### config.mk
export PLATFORM = sky130hd
export DESIGN_NAME = moving_average_crossover_signal
export DESIGN_NICKNAME = d
export VERILOG_FILES = /design/src/hw/rtl/macs_pkg.sv /design/src/hw/rtl/moving_average_crossover_signal.sv
export SDC_FILE = /design/constraint.sdc
export NUM_CORES = 2
export LEC_CHECK = 0
export BUFFER_PORTS_ARGS = -buffer_cell sky130_fd_sc_hd__buf_4
export CORE_MARGIN = 2
export CORE_UTILIZATION = 25
export CTS_CLUSTER_DIAMETER = 120
export DETAILED_ROUTE_END_ITERATION = 16
export GPL_ROUTABILITY_DRIVEN = 0
export SYNTH_ARGS = -nofsm -noshare
export SYNTH_HDL_FRONTEND = slang
export SYNTH_SLANG_ARGS = --single-unit
### constraint.sdc
create_clock -name clk -period 7.43 [get_ports clk]
set_input_delay 0.3715 -clock clk [delete_from_list [all_inputs] [get_ports clk]]
set_output_delay 0.3715 -clock clk [all_outputs]
set_load 0.01 [all_outputs]
### src/hw/rtl/macs_pkg.sv
package macs_pkg;

  typedef enum logic [1:0] {
    DEC_NONE = 2'd0,
    DEC_BUY  = 2'd1,
    DEC_SELL = 2'd2
  } decision_t;

  localparam int unsigned TICK_BITS  = 32;
  localparam int unsigned DPRICE_BITS = 32;

endpackage

### src/hw/rtl/moving_average_crossover_signal.sv
// Moving-average crossover signal. Each accepted tick_price request gives exactly one result:
// decision is buy when the price falls to at-or-below the mean of the last WINDOW prices,
// sell when it rises above it, and no action otherwise or before WINDOW ticks have arrived
// (decision_price is the tick's price on buy or sell, else zero). Only the low PRICE_BITS
// bits of tick_price are used. It takes one request every cycle unless the output stalls;
// results pass stages 1 and 2 and the output register. The price ring, a single memory with
// one read-first port per cycle, sets the rate: the slot being overwritten is read out in
// the same cycle it is written, and the running sum is updated as the tick leaves stage 1.
// The ring needs no clearing after reset, so requests are accepted from the first cycle.
// Stalls on the result side hold the pipeline; in_ready drops only when every stage is full.
module moving_average_crossover_signal
  import macs_pkg::*;
#(
  parameter int unsigned WINDOW     = 50,
  parameter int unsigned PRICE_BITS = 32
) (
  input  logic                   clk,
  input  logic                   rst,
  input  logic                   in_valid,
  output logic                   in_ready,
  input  logic [TICK_BITS-1:0]   tick_price,
  output logic                   out_valid,
  input  logic                   out_ready,
  output logic [1:0]             decision,
  output logic [DPRICE_BITS-1:0] decision_price
);

  localparam int unsigned CW   = $clog2(WINDOW + 1);
  localparam int unsigned PW   = $clog2(WINDOW);
  localparam int unsigned SW   = PRICE_BITS + CW;
  localparam int unsigned EXT  = (PRICE_BITS > TICK_BITS) ? PRICE_BITS : TICK_BITS;
  localparam int unsigned EXTO = (PRICE_BITS > DPRICE_BITS) ? PRICE_BITS : DPRICE_BITS;

  // price ring
  logic [PRICE_BITS-1:0] ring [WINDOW];

  logic [PW-1:0] ptr;
  logic [CW-1:0] fill;
  logic [SW-1:0] running_sum;
  logic          last_was_above;

  // stage 1: tick accepted, old slot value read
  logic                  s1_v;
  logic [PRICE_BITS-1:0] s1_price;
  logic [PRICE_BITS-1:0] s1_old;
  logic                  s1_was_full;
  logic                  s1_full;
  logic [CW-1:0]         s1_fill;

  // stage 2: sum updated, product registered
  logic                  s2_v;
  logic [PRICE_BITS-1:0] s2_price;
  logic                  s2_full;
  logic [SW-1:0]         s2_prod;

  logic                  accept, s1_go, s2_go, s1_free, s2_free, out_free;
  logic [EXT-1:0]        tick_ext;
  logic [PRICE_BITS-1:0] price_in;
  logic [CW-1:0]         fill_next;
  logic [PW-1:0]         ptr_next;
  logic [SW-1:0]         sum_next;
  logic                  above;
  logic [EXTO-1:0]       dprice_ext;
  decision_t             dec_next;

  assign out_free = !out_valid || out_ready;
  assign s2_go    = s2_v && out_free;
  assign s2_free  = !s2_v || s2_go;
  assign s1_go    = s1_v && s2_free;
  assign s1_free  = !s1_v || s1_go;
  assign in_ready = s1_free;
  assign accept   = in_valid && in_ready;

  assign tick_ext = EXT'(tick_price);
  assign price_in = tick_ext[PRICE_BITS-1:0];

  assign fill_next = (fill < CW'(WINDOW)) ? fill + CW'(1) : fill;
  assign ptr_next  = (ptr == PW'(WINDOW - 1)) ? '0 : ptr + PW'(1);

  // read-first: the old price of the slot comes out as the new one goes in
  always_ff @(posedge clk) begin
    if (accept) begin
      s1_old    <= ring[ptr];
      ring[ptr] <= price_in;
    end
  end

  always_ff @(posedge clk) begin
    if (rst) begin
      s1_v <= 1'b0;
      ptr  <= '0;
      fill <= '0;
    end else begin
      if (accept) begin
        s1_v <= 1'b1;
        ptr  <= ptr_next;
        fill <= fill_next;
      end else if (s1_go) begin
        s1_v <= 1'b0;
      end
    end
  end

  always_ff @(posedge clk) begin
    if (accept) begin
      s1_price    <= price_in;
      s1_was_full <= (fill >= CW'(WINDOW));
      s1_full     <= (fill_next >= CW'(WINDOW));
      s1_fill     <= fill_next;
    end
  end

  assign sum_next = s1_was_full ? running_sum + SW'(s1_price) - SW'(s1_old)
                                : running_sum + SW'(s1_price);

  always_ff @(posedge clk) begin
    if (rst) begin
      s2_v        <= 1'b0;
      running_sum <= '0;
    end else begin
      if (s1_go) begin
        running_sum <= sum_next;
        s2_v        <= 1'b1;
      end else if (s2_go) begin
        s2_v <= 1'b0;
      end
    end
  end

  always_ff @(posedge clk) begin
    if (s1_go) begin
      s2_price <= s1_price;
      s2_full  <= s1_full;
      s2_prod  <= SW'(s1_price) * SW'(s1_fill);
    end
  end

  // running_sum already holds the sum that includes the stage 2 tick
  assign above      = s2_prod > running_sum;
  assign dprice_ext = EXTO'(s2_price);

  always_comb begin
    dec_next = DEC_NONE;
    if (s2_full && (above != last_was_above)) begin
      dec_next = above ? DEC_SELL : DEC_BUY;
    end
  end

  always_ff @(posedge clk) begin
    if (rst) begin
      out_valid      <= 1'b0;
      last_was_above <= 1'b0;
    end else begin
      if (s2_go) begin
        out_valid      <= 1'b1;
        last_was_above <= above;
      end else if (out_ready) begin
        out_valid <= 1'b0;
      end
    end
  end

  always_ff @(posedge clk) begin
    if (s2_go) begin
      decision       <= dec_next;
      decision_price <= (dec_next == DEC_NONE) ? '0 : dprice_ext[DPRICE_BITS-1:0];
    end
  end

endmodule

==> results.yml <==
synthesis:
  synth_edf_count: 1777
  synthArstFlopShare_pct: 0
  ys_warn_count: 0
  seq_area_frac_synth_pct: 71.42
  ys.flop_type: "edfxtp_1"
  synthTopCellsByArea: "edfxtp_1 (70%), a22oi_1 (5.0%), fa_1 (3.2%)"
  synth_area_um2: 76230
  synthDistinctLibCells: 82
  ys_seq_elements: 1831
  synth_top_area_cell: "edfxtp_1"
  syn_inst: 4917
  syn-num-nets: 5228
  synth.avg_cell_area_um2: 15.50
  post-synth-top-area-fraction_pct: 70.00
setup_path:
  critPathArrivalTime_ns: 6.80
  critPathKind: "reg2reg"
  rrSetupSlack_ns: 1.16
  cp_max_fo: 32
  worstPathRequired_ns: 7.96
  start_kind: "flop"
  reg2regPathDepth: 17
  cp-end-kind: "flop"
timing:
  period_share_pct: 84.41
  max_freq_mhz: 159.5
  setup_viol: 0
  worst_pin_slew_ns: 1.167
  fin_crit_ns: 6.272
  rsz0062_at_grt: "false"
  hold_violations: 0
  slew_headroom_pct: 22.01
  fin_skew_ns: 0.06277
  tns_ns: 0
  final_max_slew_viol_count: 0
clock_tree:
  cts_root_buf: "clkbuf_16"
  ctsLongestPathBuffers: 3
  clock_latency_ns: 0.84
  cts_buffers: 187
  clock_sinks: 1831
  path_clk_slew_ns: 0.06
  htree_num_levels: 4
  cts_setup_buffers: 0
  cts_tree: "done"
route:
  drtAntennaViolNets: 0
  finalWirelength_um: 221200
  drcViolationCount: 0
  first_pass_iters: 9
  via_count: 46040
  viasPerCell: 5.029
  first_iter_violations: 5405
  wl_per_cell_um: 24.16
finish:
  stdcell_count: 9155
  final_cell_mix: "edfxtp_1 (1777), a22oi_1 (503), inv_1 (242)"
  utilization_pct: 29.22
  syn2layout_area_growth_pct: 16.17
  final_nets: 5324
  layout-drive-gt1-share_pct: 10.63
  final_common_cell: "edfxtp_1"
placement:
  dp_hpwl_um: 124000
  dp.cells: 8799
  port_buffers: 71
die:
  die_area_um2: 309300
  core-area_um2: 303000
  fp-row-count: 202
  initial_core_util_pct: 25.15
  die_w_um: 556.2
  pin_count: 72
  die_y_um: 556.2
pwr:
  cellPowerDensity_nw_per_um2: 282.2
  fin_total_pwr_w: 0.02499
  peakVddDrop_uv: 265.1
  leakagePower_nw: 28.69
min_path:
  hp-class: "in2reg"
  min_path_cells: 1
global_route:
  grt_remaining_overflow: 0
  first_global_vias: 45180
  grt_start_max_net_pins: 101
  grt_pass1_wl_um: 318000
  grt_antenna_before_repair: 18
  grt_usage_pct: 13.84
run:
  drv_cap: 0
status:
  outcome: "finished clean"
-- registers in the layout, summed over array words and instances (netlist names), 6 cells and up --
signal and count:
s1_fill 6, ring 1600, fill 6, running_sum 38
s1_price 32, s1_old 32, ptr 6, s2_prod 38
decision_price 32, dprice_ext 32
-- critical path, cell delays in order, from the launching register on --
cell and delay (ns):
edfxtp_1 1.01, nand2_1 0.17, fa_1 0.58, fa_1 0.44, fa_1 0.51, inv_1 0.05, ha_1 0.31, a21o_1 0.20
a21oi_1 0.29, nor3_1 0.09, nand3b_1 0.23, o21ai_0 0.55, o21ai_1 0.24, o221ai_1 0.40, o21ai_1 0.20, o41a_1 0.37
a211oi_1 0.25, xnor2_1 0.09
-- power by group --
group | switching [W] | internal [W] | total (W)
Sequential | 0.000161 | 0.0116 | 0.0118
Clock | 0.00406 | 0.00571 | 0.00976
Combinational | 0.00215 | 0.00132 | 0.00347
-- per-stage QoR --
stage          area, um^2  setup slack [ns]  hold WS, ns
2_1_floorplan       76230             2.047       0.4003
3_3_place_gp        82080             1.270       0.4794
3_5_place_dp        82080             1.186       0.4702
4_1_cts             88550             1.143    0.0003571
5_1_grt             88550            0.8603      0.03490
6_report            88550             1.158      0.04586
-- synthesized netlist by cell type (all sizes together), types with 14 or more instances --
cell type	instances
edfxtp	1777
a22oi	503
inv	244
clkbuf	218
nor2	218
nand2	167
ha	152
a221oi	142
a22o	134
a21oi	133
nand4	129
fa	123
and2	120
o21ai	78
a21o	63
a31oi	58
xnor2	56
dfxtp	54
buf	51
nand3	47
mux2i	42
o211ai	36
a211oi	35
nor3	35
and3b	34
xor2	29
nor2b	18
o21a	15
o21bai	15
and3	14
-- cell type report --
type,count,area [um^2]
Fill cell,29740,214500
Clock inverter,132,1555
Clock buffer,218,4881
Sequential cell,1831,54450
Timing Repair Buffer,176,1466
Inverter,244,918.4
Multi-Input combinational cell,2573,20300
Tap cell,3978,4977
Antenna cell,3,7.507
-- cells by family (layout without fill, tap and decap cells) --
family	Yosys count	after routing	share of synthesized area (%)
xor gates and xnor gates	85	85	0.9766
DFF	1831	1831	71.42
adders and majority gates	275	275	5.725
buffers and inverters	513	770	2.534
and+or+nand+nor	850	850	5.801
AOI/OAI and AO/OA	1313	1313	12.87
muxes	50	50	0.6697
other	0	3	0
-- path summary, 6_finish.rpt --
check	start	end
setup / recovery	s1_fill[4]	s2_prod[37]
hold / removal	tick_price[4]	ring[15][4]
setup reg to reg	s1_fill[4]	s2_prod[37]
hold reg to reg	s1_full	s2_full
-- repair_timing --
action	4_1_cts	5_1_grt
hold buffers	3	0
endpoints found under the hold margin	47	0
resized for setup	0	0
-- metal layers --
layer | global-route usage (%) | part of all wire, % | up-vias
met1 | 18.57 | 42 | 23750
met2 | 22.82 | 47 | 2190
met3 | 2.571 | 8.6 | 340
met5 | 0 | 0.032 | -
met4 | 3.710 | 2.4 | 12
li1 | - | - | 19750
No activity file was read; power rests on OpenSTA's default activity.
